## src/hw/rtl/bmpas_pkg.sv

```systemverilog
// Shared constants and types of the aspect-fit scaler address generator.
// Used by every module of the block; depends on nothing.
`default_nettype none

package bmpas_pkg;

  // Largest fitted draw size per axis
  localparam int MAX_DIM = 4096;
  localparam int CNT_W   = $clog2(MAX_DIM);
  localparam int FIT_W   = $clog2(MAX_DIM + 1);

  // Register field widths
  localparam int POFF_W = 24;
  localparam int SRCW_W = 13;
  localparam int SRCH_W = 14;
  localparam int BOX_W  = 13;
  localparam int POS_W  = 12;

  // Result field widths
  localparam int SCR_W  = 13;
  localparam int BOFF_W = 26;

  // Divider operand widths: fit ratio numerator or pixel index times source size
  localparam int DVD_W = (CNT_W + SRCH_W > SRCH_W + BOX_W) ? CNT_W + SRCH_W
                                                          : SRCH_W + BOX_W;
  localparam int DVS_W = (FIT_W > SRCH_W) ? FIT_W : SRCH_W;

  // Row pitch: 3 bytes per pixel, padded to 4-byte multiple
  localparam int RB_W = SRCW_W + 2;
  localparam logic [RB_W-1:0] ROW_ALIGN_MASK = ~RB_W'(3);

  // APB port
  localparam int DATA_W  = 32;
  localparam int PADDR_W = 5;

  // Request queue between front and back
  localparam int QUEUE_DEPTH = 2;
  localparam int QPTR_W      = $clog2(QUEUE_DEPTH);
  localparam int QCNT_W      = $clog2(QUEUE_DEPTH + 1);

  // Register reset values
  localparam logic [POFF_W-1:0] RST_DATA_OFFSET = POFF_W'(54);
  localparam logic [SRCW_W-1:0] RST_SRC_WIDTH   = SRCW_W'(1);
  localparam logic [SRCH_W-1:0] RST_SRC_HEIGHT  = SRCH_W'(1);
  localparam logic [BOX_W-1:0]  RST_BOX_SIZE    = BOX_W'(1);
  localparam logic [POS_W-1:0]  RST_BOX_POS     = POS_W'(0);

  typedef enum logic [2:0] {
    REG_DATA_OFFSET = 3'd0,
    REG_SRC_WIDTH   = 3'd1,
    REG_SRC_HEIGHT  = 3'd2,
    REG_BOX_WIDTH   = 3'd3,
    REG_BOX_HEIGHT  = 3'd4,
    REG_BOX_LEFT    = 3'd5,
    REG_BOX_TOP     = 3'd6
  } reg_idx_e;

  typedef struct packed {
    logic        [POFF_W-1:0] data_offset;
    logic        [SRCW_W-1:0] src_width;
    logic signed [SRCH_W-1:0] src_height;
    logic        [BOX_W-1:0]  box_width;
    logic        [BOX_W-1:0]  box_height;
    logic        [POS_W-1:0]  box_left;
    logic        [POS_W-1:0]  box_top;
  } cfg_t;

  // Request handed from front to back
  typedef struct packed {
    logic valid;
    logic restart;
  } req_t;

endpackage

`default_nettype wire

```

## src/hw/rtl/bmp_aspect_fit_scaler_addresses_core.sv

```systemverilog
// Top level of the aspect-fit nearest-neighbor scaler address generator.
// Depends on bmpas_pkg, bmpas_cfg, bmpas_front, bmpas_back (and bmpas_div).
//
//   channel   direction  handshake                 payload
//   config    in         psel/penable/pwrite/pready paddr, pwdata -> prdata
//   request   in         push / full               restart_i
//   result    out        empty / pop               screen_x_o, screen_y_o,
//                                                  src_byte_offset_o, last_pixel_o
//
// One request yields one result. A plain request passes the back-end steps
// dispatch, multiply, divider start, 27 divide steps plus a done step, offset
// and output. A restart first works out the fit ratio on the column divider
// (skipped when source width and height are both zero).
// Reset loads the register defaults, a 1 by 1 fit and zero counters; no
// clearing pass. The two-entry request queue keeps accepting while the back
// end works; the back end stalls only in its output step while a result waits.
`default_nettype none

module bmp_aspect_fit_scaler_addresses_core import bmpas_pkg::*; (
  input  logic               clk_i,
  input  logic               rst_ni,
  // configuration
  input  logic               psel,
  input  logic               penable,
  input  logic               pwrite,
  input  logic [PADDR_W-1:0] paddr,
  input  logic [DATA_W-1:0]  pwdata,
  output logic [DATA_W-1:0]  prdata,
  output logic               pready,
  // requests
  input  logic               push,
  output logic               full,
  input  logic               restart_i,
  // results
  output logic               empty,
  input  logic               pop,
  output logic [SCR_W-1:0]   screen_x_o,
  output logic [SCR_W-1:0]   screen_y_o,
  output logic [BOFF_W-1:0]  src_byte_offset_o,
  output logic               last_pixel_o
);

  cfg_t cfg;
  req_t req;
  logic req_pop;

  // geometry registers
  bmpas_cfg u_cfg (
    .clk_i   (clk_i),
    .rst_ni  (rst_ni),
    .psel    (psel),
    .penable (penable),
    .pwrite  (pwrite),
    .paddr   (paddr),
    .pwdata  (pwdata),
    .prdata  (prdata),
    .pready  (pready),
    .cfg_o   (cfg)
  );

  // hold incoming requests, tagged as restart or next pixel
  bmpas_front u_front (
    .clk_i     (clk_i),
    .rst_ni    (rst_ni),
    .push_i    (push),
    .full_o    (full),
    .restart_i (restart_i),
    .req_o     (req),
    .req_pop_i (req_pop)
  );

  // latch the fit, advance the raster scan and form the addresses
  bmpas_back u_back (
    .clk_i             (clk_i),
    .rst_ni            (rst_ni),
    .cfg_i             (cfg),
    .req_i             (req),
    .req_pop_o         (req_pop),
    .pop_i             (pop),
    .empty_o           (empty),
    .screen_x_o        (screen_x_o),
    .screen_y_o        (screen_y_o),
    .src_byte_offset_o (src_byte_offset_o),
    .last_pixel_o      (last_pixel_o)
  );

endmodule

`default_nettype wire

```

## src/hw/rtl/bmpas_cfg.sv

```systemverilog
// APB register file holding the image and box geometry.
// Depends on bmpas_pkg.
`default_nettype none

module bmpas_cfg import bmpas_pkg::*; (
  input  logic               clk_i,
  input  logic               rst_ni,
  input  logic               psel,
  input  logic               penable,
  input  logic               pwrite,
  input  logic [PADDR_W-1:0] paddr,
  input  logic [DATA_W-1:0]  pwdata,
  output logic [DATA_W-1:0]  prdata,
  output logic               pready,
  output cfg_t               cfg_o
);

  cfg_t     cfg_q;
  logic     wr_en;
  reg_idx_e idx;

  assign pready = 1'b1;
  assign wr_en  = psel && penable && pwrite;
  assign idx    = reg_idx_e'(paddr[PADDR_W-1:2]);
  assign cfg_o  = cfg_q;

  always_ff @(posedge clk_i or negedge rst_ni) begin
    if (!rst_ni) begin
      cfg_q.data_offset <= RST_DATA_OFFSET;
      cfg_q.src_width   <= RST_SRC_WIDTH;
      cfg_q.src_height  <= RST_SRC_HEIGHT;
      cfg_q.box_width   <= RST_BOX_SIZE;
      cfg_q.box_height  <= RST_BOX_SIZE;
      cfg_q.box_left    <= RST_BOX_POS;
      cfg_q.box_top     <= RST_BOX_POS;
    end else if (wr_en) begin
      unique case (idx)
        REG_DATA_OFFSET: cfg_q.data_offset <= pwdata[POFF_W-1:0];
        REG_SRC_WIDTH:   cfg_q.src_width   <= pwdata[SRCW_W-1:0];
        REG_SRC_HEIGHT:  cfg_q.src_height  <= pwdata[SRCH_W-1:0];
        REG_BOX_WIDTH:   cfg_q.box_width   <= pwdata[BOX_W-1:0];
        REG_BOX_HEIGHT:  cfg_q.box_height  <= pwdata[BOX_W-1:0];
        REG_BOX_LEFT:    cfg_q.box_left    <= pwdata[POS_W-1:0];
        REG_BOX_TOP:     cfg_q.box_top     <= pwdata[POS_W-1:0];
        default: ;
      endcase
    end
  end

  always_comb begin
    unique case (idx)
      REG_DATA_OFFSET: prdata = DATA_W'(cfg_q.data_offset);
      REG_SRC_WIDTH:   prdata = DATA_W'(cfg_q.src_width);
      REG_SRC_HEIGHT:  prdata = DATA_W'($unsigned(cfg_q.src_height));
      REG_BOX_WIDTH:   prdata = DATA_W'(cfg_q.box_width);
      REG_BOX_HEIGHT:  prdata = DATA_W'(cfg_q.box_height);
      REG_BOX_LEFT:    prdata = DATA_W'(cfg_q.box_left);
      REG_BOX_TOP:     prdata = DATA_W'(cfg_q.box_top);
      default:         prdata = '0;
    endcase
  end

endmodule

`default_nettype wire

```

## src/hw/rtl/bmpas_front.sv

```systemverilog
// Front end: request queue that accepts and classifies incoming requests.
// Depends on bmpas_pkg.
`default_nettype none

module bmpas_front import bmpas_pkg::*; (
  input  logic clk_i,
  input  logic rst_ni,
  input  logic push_i,
  output logic full_o,
  input  logic restart_i,
  output req_t req_o,
  input  logic req_pop_i
);

  logic              mem_q [QUEUE_DEPTH];
  logic [QPTR_W-1:0] wr_ptr_q, rd_ptr_q;
  logic [QCNT_W-1:0] cnt_q;
  logic              push_acc, pop_acc;

  assign full_o      = (cnt_q == QCNT_W'(QUEUE_DEPTH));
  assign push_acc    = push_i && !full_o;
  assign pop_acc     = req_pop_i && (cnt_q != '0);
  assign req_o.valid   = (cnt_q != '0);
  assign req_o.restart = mem_q[rd_ptr_q];

  always_ff @(posedge clk_i) begin
    if (push_acc) begin
      mem_q[wr_ptr_q] <= restart_i;
    end
  end

  always_ff @(posedge clk_i or negedge rst_ni) begin
    if (!rst_ni) begin
      wr_ptr_q <= '0;
      rd_ptr_q <= '0;
      cnt_q    <= '0;
    end else begin
      if (push_acc) wr_ptr_q <= wr_ptr_q + QPTR_W'(1);
      if (pop_acc)  rd_ptr_q <= rd_ptr_q + QPTR_W'(1);
      if (push_acc && !pop_acc) begin
        cnt_q <= cnt_q + QCNT_W'(1);
      end else if (pop_acc && !push_acc) begin
        cnt_q <= cnt_q - QCNT_W'(1);
      end
    end
  end

endmodule

`default_nettype wire

```

## src/hw/rtl/bmpas_div.sv

```systemverilog
// Restoring divider, one quotient bit per cycle.
// Depends on bmpas_pkg for operand widths.
`default_nettype none

module bmpas_div import bmpas_pkg::*; (
  input  logic             clk_i,
  input  logic             rst_ni,
  input  logic             start_i,
  input  logic [DVD_W-1:0] dividend_i,
  input  logic [DVS_W-1:0] divisor_i,
  output logic             done_o,
  output logic [DVD_W-1:0] quotient_o
);

  localparam int DCNT_W = $clog2(DVD_W + 1);

  logic              busy_q, done_q;
  logic [DCNT_W-1:0] cnt_q;
  logic [DVS_W-1:0]  rem_q, dvs_q;
  logic [DVD_W-1:0]  quo_q;
  logic [DVS_W:0]    rem_sh, rem_sub;
  logic              take;

  always_comb begin
    rem_sh  = {rem_q, quo_q[DVD_W-1]};
    rem_sub = rem_sh - {1'b0, dvs_q};
    take    = (rem_sh >= {1'b0, dvs_q});
  end

  always_ff @(posedge clk_i or negedge rst_ni) begin
    if (!rst_ni) begin
      busy_q <= 1'b0;
      done_q <= 1'b0;
      cnt_q  <= '0;
    end else begin
      // pulse done after the last quotient bit
      done_q <= !start_i && busy_q && (cnt_q == DCNT_W'(1));
      if (start_i) begin
        busy_q <= 1'b1;
        cnt_q  <= DCNT_W'(DVD_W);
        quo_q  <= dividend_i;
        rem_q  <= '0;
        dvs_q  <= divisor_i;
      end else if (busy_q) begin
        // shift in next dividend bit, subtract where it fits
        rem_q <= take ? rem_sub[DVS_W-1:0] : rem_sh[DVS_W-1:0];
        quo_q <= {quo_q[DVD_W-2:0], take};
        cnt_q <= cnt_q - DCNT_W'(1);
        if (cnt_q == DCNT_W'(1)) begin
          busy_q <= 1'b0;
        end
      end
    end
  end

  assign done_o     = done_q;
  assign quotient_o = quo_q;

endmodule

`default_nettype wire

```

## src/hw/rtl/bmpas_back.sv

```systemverilog
// Back end: fit latch, pixel counters, address arithmetic and result register.
// Depends on bmpas_pkg and bmpas_div.
`default_nettype none

module bmpas_back import bmpas_pkg::*; (
  input  logic              clk_i,
  input  logic              rst_ni,
  input  cfg_t              cfg_i,
  input  req_t              req_i,
  output logic              req_pop_o,
  input  logic              pop_i,
  output logic              empty_o,
  output logic [SCR_W-1:0]  screen_x_o,
  output logic [SCR_W-1:0]  screen_y_o,
  output logic [BOFF_W-1:0] src_byte_offset_o,
  output logic              last_pixel_o
);

  localparam int WBH_W = SRCW_W + BOX_W;
  localparam int HBW_W = SRCH_W + BOX_W;
  localparam int NX_W  = CNT_W + SRCW_W;
  localparam int NY_W  = CNT_W + SRCH_W;
  localparam int OFF_W = SRCH_W + RB_W;
  localparam int CW    = ((FIT_W > BOX_W) ? FIT_W : BOX_W) + 1;
  localparam int SX3_W = SRCW_W + 2;

  typedef enum logic [3:0] {
    S_IDLE, S_FIT_MUL, S_FIT_DIV, S_FIT_WAIT,
    S_PIX_MUL, S_PIX_DIV, S_PIX_WAIT, S_PIX_OFF, S_OUT
  } state_e;

  state_e             state_q;
  logic [CNT_W-1:0]   col_q, row_q;
  logic [FIT_W-1:0]   fit_w_q, fit_h_q;
  logic               use_w_q;
  logic [WBH_W-1:0]   prod_wbh_q;
  logic [HBW_W-1:0]   prod_hbw_q;
  logic [NX_W-1:0]    num_x_q;
  logic [NY_W-1:0]    num_y_q;
  logic [BOFF_W-1:0]  off_q;
  logic               out_valid_q;
  logic [SCR_W-1:0]   scr_x_q, scr_y_q;
  logic [BOFF_W-1:0]  boff_q;
  logic               last_q;

  logic [SRCW_W-1:0]  w;
  logic [SRCH_W-1:0]  h_abs;
  logic               flipped, use_w, h_nz;
  logic               dx_start, dy_start, dx_done, dy_done;
  logic [DVD_W-1:0]   dx_dvd, dx_quo, dy_quo;
  logic [DVS_W-1:0]   dx_dvs;
  logic [RB_W-1:0]    row_bytes;
  logic [SRCW_W-1:0]  sx;
  logic [SRCH_W-1:0]  sy;
  logic [OFF_W-1:0]   off_full;
  logic [SX3_W-1:0]   sx3;
  logic [CW-1:0]      bw_e, bh_e, fw_e, fh_e, ctr_x, ctr_y;
  logic [FIT_W-1:0]   col_inc, row_inc, dy;
  logic               col_wrap, row_wrap, out_load;
  logic [SCR_W-1:0]   scr_x_d, scr_y_d;
  logic [BOFF_W-1:0]  boff_d;

  function automatic logic [FIT_W-1:0] clamp_dim(input logic [DVD_W-1:0] v);
    logic [FIT_W-1:0] r;
    if (v == '0) begin
      r = FIT_W'(1);
    end else if (v > DVD_W'(MAX_DIM)) begin
      r = FIT_W'(MAX_DIM);
    end else begin
      r = FIT_W'(v);
    end
    return r;
  endfunction

  always_comb begin
    w       = cfg_i.src_width;
    flipped = !cfg_i.src_height[SRCH_W-1];
    h_abs   = cfg_i.src_height[SRCH_W-1] ? SRCH_W'(-cfg_i.src_height)
                                         : SRCH_W'(cfg_i.src_height);
    h_nz    = (h_abs != '0);
    use_w   = (w != '0) && ({1'b0, prod_wbh_q} >= prod_hbw_q);

    if (state_q == S_FIT_DIV) begin
      dx_dvd = use_w ? DVD_W'(prod_hbw_q) : DVD_W'(prod_wbh_q);
      dx_dvs = use_w ? DVS_W'(w) : DVS_W'(h_abs);
    end else begin
      dx_dvd = DVD_W'(num_x_q);
      dx_dvs = DVS_W'(fit_w_q);
    end
    dx_start = ((state_q == S_FIT_DIV) && (use_w || h_nz)) || (state_q == S_PIX_DIV);
    dy_start = (state_q == S_PIX_DIV);

    row_bytes = (RB_W'(w) + RB_W'({w, 1'b0}) + RB_W'(3)) & ROW_ALIGN_MASK;
    sx        = dx_quo[SRCW_W-1:0];
    sy        = dy_quo[SRCH_W-1:0];
    off_full  = OFF_W'(sy) * OFF_W'(row_bytes);
    sx3       = SX3_W'(sx) + SX3_W'({sx, 1'b0});

    // centering, clipped to zero where the draw area outgrows the box
    bw_e  = CW'(cfg_i.box_width);
    bh_e  = CW'(cfg_i.box_height);
    fw_e  = CW'(fit_w_q);
    fh_e  = CW'(fit_h_q);
    ctr_x = (bw_e > fw_e) ? ((bw_e - fw_e) >> 1) : '0;
    ctr_y = (bh_e > fh_e) ? ((bh_e - fh_e) >> 1) : '0;

    col_inc  = FIT_W'(col_q) + FIT_W'(1);
    row_inc  = FIT_W'(row_q) + FIT_W'(1);
    col_wrap = (col_inc >= fit_w_q);
    row_wrap = (row_inc >= fit_h_q);
    dy       = flipped ? (fit_h_q - FIT_W'(1) - FIT_W'(row_q)) : FIT_W'(row_q);

    scr_x_d = SCR_W'(cfg_i.box_left) + SCR_W'(ctr_x) + SCR_W'(col_q);
    scr_y_d = SCR_W'(cfg_i.box_top) + SCR_W'(ctr_y) + SCR_W'(dy);
    boff_d  = BOFF_W'(cfg_i.data_offset) + off_q + BOFF_W'(sx3);

    out_load  = (state_q == S_OUT) && (!out_valid_q || pop_i);
    req_pop_o = (state_q == S_IDLE) && req_i.valid;
  end

  bmpas_div u_div_x (
    .clk_i      (clk_i),
    .rst_ni     (rst_ni),
    .start_i    (dx_start),
    .dividend_i (dx_dvd),
    .divisor_i  (dx_dvs),
    .done_o     (dx_done),
    .quotient_o (dx_quo)
  );

  bmpas_div u_div_y (
    .clk_i      (clk_i),
    .rst_ni     (rst_ni),
    .start_i    (dy_start),
    .dividend_i (DVD_W'(num_y_q)),
    .divisor_i  (DVS_W'(fit_h_q)),
    .done_o     (dy_done),
    .quotient_o (dy_quo)
  );

  always_ff @(posedge clk_i or negedge rst_ni) begin
    if (!rst_ni) begin
      state_q     <= S_IDLE;
      col_q       <= '0;
      row_q       <= '0;
      fit_w_q     <= FIT_W'(1);
      fit_h_q     <= FIT_W'(1);
      use_w_q     <= 1'b0;
      out_valid_q <= 1'b0;
    end else begin
      // drop the result once taken, unless a new one replaces it
      if (pop_i && out_valid_q && !out_load) out_valid_q <= 1'b0;
      unique case (state_q)
        S_IDLE: begin
          if (req_i.valid) state_q <= req_i.restart ? S_FIT_MUL : S_PIX_MUL;
        end
        S_FIT_MUL: begin
          prod_wbh_q <= WBH_W'(w) * WBH_W'(cfg_i.box_height);
          prod_hbw_q <= HBW_W'(h_abs) * HBW_W'(cfg_i.box_width);
          col_q      <= '0;
          row_q      <= '0;
          state_q    <= S_FIT_DIV;
        end
        S_FIT_DIV: begin
          use_w_q <= use_w;
          if (use_w || h_nz) begin
            state_q <= S_FIT_WAIT;
          end else begin
            fit_w_q <= FIT_W'(1);
            fit_h_q <= FIT_W'(1);
            state_q <= S_PIX_MUL;
          end
        end
        S_FIT_WAIT: begin
          if (dx_done) begin
            if (use_w_q) begin
              fit_w_q <= clamp_dim(DVD_W'(cfg_i.box_width));
              fit_h_q <= clamp_dim(dx_quo);
            end else begin
              fit_h_q <= clamp_dim(DVD_W'(cfg_i.box_height));
              fit_w_q <= clamp_dim(dx_quo);
            end
            state_q <= S_PIX_MUL;
          end
        end
        S_PIX_MUL: begin
          num_x_q <= NX_W'(col_q) * NX_W'(w);
          num_y_q <= NY_W'(row_q) * NY_W'(h_abs);
          state_q <= S_PIX_DIV;
        end
        S_PIX_DIV: begin
          state_q <= S_PIX_WAIT;
        end
        S_PIX_WAIT: begin
          if (dx_done && dy_done) state_q <= S_PIX_OFF;
        end
        S_PIX_OFF: begin
          off_q   <= off_full[BOFF_W-1:0];
          state_q <= S_OUT;
        end
        S_OUT: begin
          if (out_load) begin
            scr_x_q     <= scr_x_d;
            scr_y_q     <= scr_y_d;
            boff_q      <= boff_d;
            last_q      <= col_wrap && row_wrap;
            out_valid_q <= 1'b1;
            if (col_wrap) begin
              col_q <= '0;
              row_q <= row_wrap ? '0 : CNT_W'(row_inc);
            end else begin
              col_q <= CNT_W'(col_inc);
            end
            state_q <= S_IDLE;
          end
        end
        default: state_q <= S_IDLE;
      endcase
    end
  end

  assign empty_o           = !out_valid_q;
  assign screen_x_o        = scr_x_q;
  assign screen_y_o        = scr_y_q;
  assign src_byte_offset_o = boff_q;
  assign last_pixel_o      = last_q;

`ifndef ASSERT_OFF
  a_col_in_fit: assert property (@(posedge clk_i) disable iff (!rst_ni)
    FIT_W'(col_q) < fit_w_q)
    else $error("column counter beyond fitted width");

  a_row_in_fit: assert property (@(posedge clk_i) disable iff (!rst_ni)
    FIT_W'(row_q) < fit_h_q)
    else $error("row counter beyond fitted height");

  a_fit_bounds: assert property (@(posedge clk_i) disable iff (!rst_ni)
    (fit_w_q != '0) && (fit_w_q <= FIT_W'(MAX_DIM)) &&
    (fit_h_q != '0) && (fit_h_q <= FIT_W'(MAX_DIM)))
    else $error("fitted size out of range");

  a_result_from_out: assert property (@(posedge clk_i) disable iff (!rst_ni)
    $rose(out_valid_q) |-> $past(state_q == S_OUT))
    else $error("result raised outside output state");
`endif

endmodule

`default_nettype wire

```

## config.mk

```make
export PLATFORM = sky130hd
export DESIGN_NAME = bmp_aspect_fit_scaler_addresses_core
export DESIGN_NICKNAME = d
export VERILOG_FILES = /design/src/hw/rtl/bmpas_pkg.sv /design/src/hw/rtl/bmp_aspect_fit_scaler_addresses_core.sv /design/src/hw/rtl/bmpas_cfg.sv /design/src/hw/rtl/bmpas_front.sv /design/src/hw/rtl/bmpas_div.sv /design/src/hw/rtl/bmpas_back.sv
export SDC_FILE = /design/constraint.sdc
export NUM_CORES = 2
export LEC_CHECK = 0
export BUFFER_PORTS_ARGS = -buffer_cell sky130_fd_sc_hd__buf_2
export CORE_ASPECT_RATIO = 1.25
export CORE_MARGIN = 5
export CORE_UTILIZATION = 46
export DETAILED_ROUTE_END_ITERATION = 16
export MAX_ROUTING_LAYER = met4
export SYNTH_ARGS = -nofsm -noshare
export SYNTH_HDL_FRONTEND = slang
export SYNTH_HIERARCHICAL = 1
export SYNTH_SLANG_ARGS = --single-unit
```

## constraint.sdc

```tcl
create_clock -name clk_i -period 8.37 [get_ports clk_i]
set_clock_uncertainty 0.05 [all_clocks]
set_input_delay 1.674 -clock clk_i [delete_from_list [all_inputs] [get_ports clk_i]]
set_output_delay 1.674 -clock clk_i [all_outputs]
set_load 0.005 [all_outputs]
```

[Yosys cells after proc, flatten, opt, wreduce, memory -nomap -nowiden]
Memories as Yosys holds them, arrays and structs flattened.
Cells that the tools add are included.
Storage, ports and cells
  RAM bits: 2
  input port bits: 45
  register bits: 465
  memories: 1
Cells by class
  multiplexer cells: 61
  reductions and logical operators: 61
  add/sub/neg operators: 24
  multiply operators: 5
  bitwise operators: 1
  equal/unequal tests: 23
  order comparisons: 10
Memories
  u_front.mem_q: words 2, bits a word 1, read ports 1, clocked after memory_dff 0, write ports 1, RTL line bmpas_front.sv:15  | logic mem_q [QUEUE_DEPTH];
Operator list (number)
  $mux 13: 16
  $pmux 24 s7: 1
  $mux 27: 5
  $mux 14: 5
  $mux 12: 5
  $pmux 13 s2: 2
  $pmux 12 s2: 2
  $pmux 4 s9: 1
  $add 13x14->15: 2
  $reduce_and 2->1: 15
  $sub 13x13->14: 2
  $ge 26x27->1: 1
  $gt 27x13->1 const B: 1
  $logic_not 27->1: 1
  $mul 14x13->27: 1
  $add 12x1->13 const B: 2
  $add 12x13->13: 2
  $add 24x26->26: 1
  $add 26x15->26: 1
  $ge 13x13->1: 2
  $gt 13x13->1: 2
  $gt 13x13->1 const B: 2
  $logic_not 13->1: 2
  $mul 12x14->26: 1
  other kinds (46): 110

[Logic depth before layout (Yosys ltp)]
  word-level depth: 9
  gate-level depth with buffers: 32

[By module]
Netlist, hierarchy kept.
By module, submodules not included
  bmpas_back: sequential area each 6839.1 um^2, cells an instance 4762, instances 1, area each 43693.2 um^2
  bmpas_div: sequential area each 1826.8 um^2, cells an instance 280, instances 2, area each 3442.1 um^2
  bmpas_cfg: sequential area each 2537.4 um^2, cells an instance 346, instances 1, area each 4787.1 um^2
  bmpas_front: sequential area each 160.2 um^2, cells an instance 22, instances 1, area each 274.0 um^2

[Least setup slack after synthesis]
OpenSTA, ideal clock, no wires.
  path kind: register to register
  start: reg u_cfg.cfg_q, in the netlist u_cfg/cfg_o[66]
  end: reg u_back.off_q[25], data pin
  slack: 1.143 ns
  period minus slack after synthesis: 7.227 ns
  buffers on the path: 2
  arrival time: 6.915 ns
  stages on the path, launching flop included: 30
  cells stage by stage: dfrtp_1 -> buf_2 -> inv_1 -> ha_1 -> ha_1 -> nand2_1 -> o21ai_1 -> a2111oi_2 -> o21ai_1 -> a41o_1 -> xor2_1 -> clkbuf_1 -> nand2_1 -> fa_1 -> fa_1 -> inv_1 -> fa_1 -> fa_1 -> inv_1 -> fa_1 -> inv_1 -> ha_1 -> nand2_1 -> o31ai_1 -> o31a_1 -> a21oi_1 -> o31a_1 -> o21ai_0 -> xnor2_1 -> xnor2_1
On the way
  cells in the longest elaborated chain, start to end: 3
RTL lines
  start, declared: RTL line bmpas_cfg.sv:18  | cfg_t cfg_q;
  $add 13x14->15: RTL line bmpas_back.sv:93  | row_bytes = (RB_W'(w) + RB_W'({w, 1'b0}) + RB_W'(3)) & ROW_ALIGN_MASK;
  $add 15x2->15: RTL line bmpas_back.sv:93
  $mul 14x13->24: RTL line bmpas_back.sv:96  | off_full = OFF_W'(sy) * OFF_W'(row_bytes);
  named net u_back.off_full[25]: RTL line bmpas_back.sv:55  | logic [OFF_W-1:0] off_full;
  end signal, assigned: RTL line bmpas_back.sv:198  | off_q <= off_full[BOFF_W-1:0];
  end, declared: RTL line bmpas_back.sv:40  | logic [BOFF_W-1:0] off_q;
The timed path passes the listed nets, and every way through them passes these cells.
A chain may end at the register's enable or synchronous reset.

[Worst setup path in the final report]
  start: reg u_cfg.cfg_q, in the netlist u_cfg/cfg_o[67]
  end: reg u_back.off_q[24], data pin
The elaborated chain is that of the path after synthesis.

==> impl.org <==
** Status
- Run status :: finished with violations
- Violated checks :: capacitance limit

** Run
- Across the run, the number of max-cap violations was 1.

** STA
- The count of final max-slew check failures is 0.
- Setup repair after global routing left no endpoint under its margin.
- Period Utilization, post-route :: 95.0%
- Transition time at the pin with the least slew margin :: 1.47 ns
- Derived from the worst setup path, the maximum achievable clock frequency is 126 MHz.
- The number of hold violations in the final report came to 0.
- The worst pin sits at a relative slew slack of 1.25%.
- Setup violations remaining at the end of the flow were counted as 0.
- Subtracting the final worst setup slack from the clock period gives 7.95 ns.
- Final sum of negative setup slack :: 0 ns

** Cells and area
- Of the cells placed in the final design, the portion with a size suffix greater than 1 is 9.36%.
- Filler cell count in the final layout :: 11243
- Final instance area :: 59800 um2
- Highest-count cells in the layout ignoring fill and taps :: inv_1, nand2_1, fa_1
- Most common cell after layout, fill and taps aside :: inv_1
- Count of nets after finishing :: 6997
- From synthesis to final layout, the design area changed by 7.52%.

** Yosys
- Xor and xnor fraction of the mapped netlist area :: 3.63%
- In the synthesized netlist the dominant register cell turns out to be edfxtp_1.
- After synthesis the netlist holds a flip-flop and latch count of 468.
- The synthesized netlist devotes 9.19% of its cell area to compound gates.
- Average cell area after synthesis :: 9.78 um2
- Cell accounting for the most synthesized area :: fa_1
- After technology mapping, the gate count stands at 5690.
- Cell types with the largest area share after synthesis :: fa_1, edfxtp_1, ha_1
- After synthesis, the largest family of logic cells by area is adder cells.
- The portion of synthesized area spent on multiplexers is 4.69%.
- Number of flops mapped to enable cells by yosys :: 293
- Of the total synthesized cell area, the portion taken by AND, OR, NAND and NOR gates is 14.0%.
- Area of the mapped netlist :: 55600 um2
- For this run, the register share of the synthesized area comes to 23.7%.
- Synthesis instantiated 102 different standard cells from the library.
- Synthesis Warnings :: 6
- Yosys top cell area share :: 24.1%
- For this run, asynchronously set or reset flops after synthesis account for 37.4%.
- Fraction of the mapped netlist area in adder cells :: 36.6%

** Floorplanning
- In this run the horizontal extent of the chip is 321 um.
- 133 I/O pins were placed.
- Row cnt :: 142
- The floorplan step set the die height to 399 um.
- The floorplan step defined a core boundary enclosing 120000 um2.
- Once the floorplan was initialized, standard cells occupied 46.3% of the core.
- The die covers 128000 um2.

** Drt
- Via count of the routed design :: 40620
- After detailed routing, the total wire length is 154000 um.
- In the routed design, unresolved DRC markers number 0.
- The pre-antenna-repair detailed-routing pass consisted of 9 iterations.
- Iteration-0 DRC count of the detailed router :: 2901
- Vias per Instance :: 5.52
- In the final routed layout, each cell accounts on average for 20.9 um.
- Post-route antenna net violation count :: 0

** Worst hold path
- Along the worst hold path, the cell count comes to 1.
- Class of the worst hold path :: reg -> reg

** Worst setup path
- The worst setup path is captured at a flop.
- Most common cell type on the critical path :: fa_1
- Depth of the worst register-to-register path :: 26
- Counting buffers and inverters, the worst setup path is 26 cells deep.
- The worst setup path is launched from a flop.
- On the worst path, the slowest cell contributes a delay of 0.81 ns.
- Grouping stages by cell kind, the critical path spends the most delay in adder cells.
- Crit path kind :: reg -> reg
- Number of buffer and inverter instances along the worst setup path :: 5
- STA puts the critical path data arrival time at 8.27 ns.
- The slowest stage of the critical path belongs to the cell xnor2_1.
- Worst Path Max Fanout :: 9
- For the worst setup path, the data required time is 8.69 ns.

** Clock network
- CTS built an H-tree with a depth of 2.
- Resize count post-CTS :: 0
- Clock-pin slew was measured on the worst setup and hold paths at 0.07 ns.
- The tree built by TritonCTS fans out to 468 sinks.
- The root buffer cell chosen for the clock tree is clkbuf_16.
- In this run the deepest clock path goes through 3 buffers.
- The later pin in the worst-skew pair is clocked with a latency of 0.67 ns.
- Buffers inserted to repair hold after CTS numbered 0.
- Buffers inserted during clock tree synthesis total 50.
- TritonCTS clock tree :: done
- Setup Fix Bufs, Post-CTS :: 0

** Global routing
- The number of antenna violations at the first check in global routing was 3.
- Global route overflow :: 0
- Global-route wire length before repair :: 242000 um
- Entering global routing, the biggest net connects 74 pins.
- For this run, the total global-route usage over all layers was measured as 24.9%.
- Via count of the first global-routing pass :: 42402

** Place
- Buffers placed on the I/O ports in this run total 113.
- Routability cong. :: 0.948
- After legalization and detailed placement, the total HPWL measured 121000 um.
- Area post-placement :: 58100 um2
[state kept, by name, summed over array words and instances (netlist names), 14 cells and up]
signal and cells:
u_back/u_div_y/dvs_q 14, u_back/num_y_q 26, u_back/u_div_x/quotient_o 27, u_back/prod_hbw_q 27
u_cfg/cfg_o 101, u_back/prod_wbh_q 26, u_back/u_div_x/dvs_q 14, u_back/u_div_x/rem_q 14
u_back/u_div_y/quotient_o 27, u_back/off_q 24, u_back/src_byte_offset_o 26, u_back/num_x_q 25
u_back/u_div_y/rem_q 14
[synthesized netlist by cell type, drive strengths merged, types with 53 or more instances]
master,number
clkbuf,198
nand2b,53
fa,669
edfxtp,293
and2,329
dfrtp,165
mux2,162
o21ai,172
inv,935
a21oi,151
nand2,688
nor3,68
xor2,63
ha,554
xnor2,165
mux2i,76
a21o,75
nor2,238
[cells by family (layout without fill, tap and decap cells)]
kind of cell | Yosys count | after routing
flops | 468 | 468
buf+inv | 1183 | 1254
simple gates | 1602 | 1602
compound gates | 741 | 741
fa+ha+maj | 1225 | 1225
xor+xnor | 229 | 229
mux | 239 | 239
other cells | 3 | 17
[worst register-to-register path: cells and delay by family (launching register included)]
kind | cells | cell delay (ns)
XOR/XNOR | 2 | 0.89
flip-flops | 1 | 0.51
AND/OR/NAND/NOR | 3 | 0.34
AO/OA/AOI/OAI | 8 | 1.82
buffers and inverters | 5 | 0.55
adder cells (fa/ha/maj) | 8 | 3.48
[cell type report]
class	count	area (um2)	area share, %
inverter	936	3510	5.87
clock buffer	68	1400	2.34
multi-input combinational	4048	38000	63.6
sequential	468	13200	22.0
timing repair buffer	225	1440	2.41
antenna	5	12.5	0.0209
tap	1584	1980	3.31
clock inverter	25	258	0.431
[path summary, 6_finish.rpt]
kind / start / to / slack (ns)
min in group asynchronous: rst_ni / u_cfg/cfg_o[33]$_DFFE_PN0P_ / 0.84
max reg2reg: u_cfg/cfg_o[67]$_DFFE_PN0P_ / u_back/off_q[24]$_DFFE_PP_ / 0.42
max: u_cfg/cfg_o[67]$_DFFE_PN0P_ / u_back/off_q[24]$_DFFE_PP_ / 0.42
min reg2reg: u_front/rd_ptr_q$_DFFE_PN0P_ / u_front/rd_ptr_q$_DFFE_PN0P_ / 0.44
min: u_front/rd_ptr_q$_DFFE_PN0P_ / u_front/rd_ptr_q$_DFFE_PN0P_ / 0.44
max in group asynchronous: rst_ni / u_cfg/cfg_o[100]$_DFFE_PN0P_ / 5.36
[per-stage QoR]
| step | setup slack [ns] | hold WS (ns) | cells | utilization [%] |
|---|---|---|---|---|
| 6_report | 0.420 | 0.437 | 7359 | 49.8 |
| 5_1_grt | 0.0260 | 0.469 | 7356 | 49.8 |
| 4_1_cts | 0.379 | 0.434 | 7354 | 49.8 |
| 3_5_place_dp | 0.452 | 0.426 | 7261 | 48.4 |
| 3_3_place_gp | 0.455 | 0.429 | 7261 | 48.4 |
| 2_1_floorplan | 1.14 | 0.403 | 5699 | - |
[layer usage]
metal | up-vias | GRT usage [%] | part of all wire (%)
li1 | 18612 | - | -
met1 | 20453 | 29.9 | 39
met2 | 1183 | 42.4 | 49
met3 | 372 | 3.27 | 6.0
met4 | 0 | 10.4 | 5.3
met5 | - | - | 0
Power is left out: the tool's default activity adds up to more than one toggle a clock period on the data nets, which glitch-free logic cannot reach.
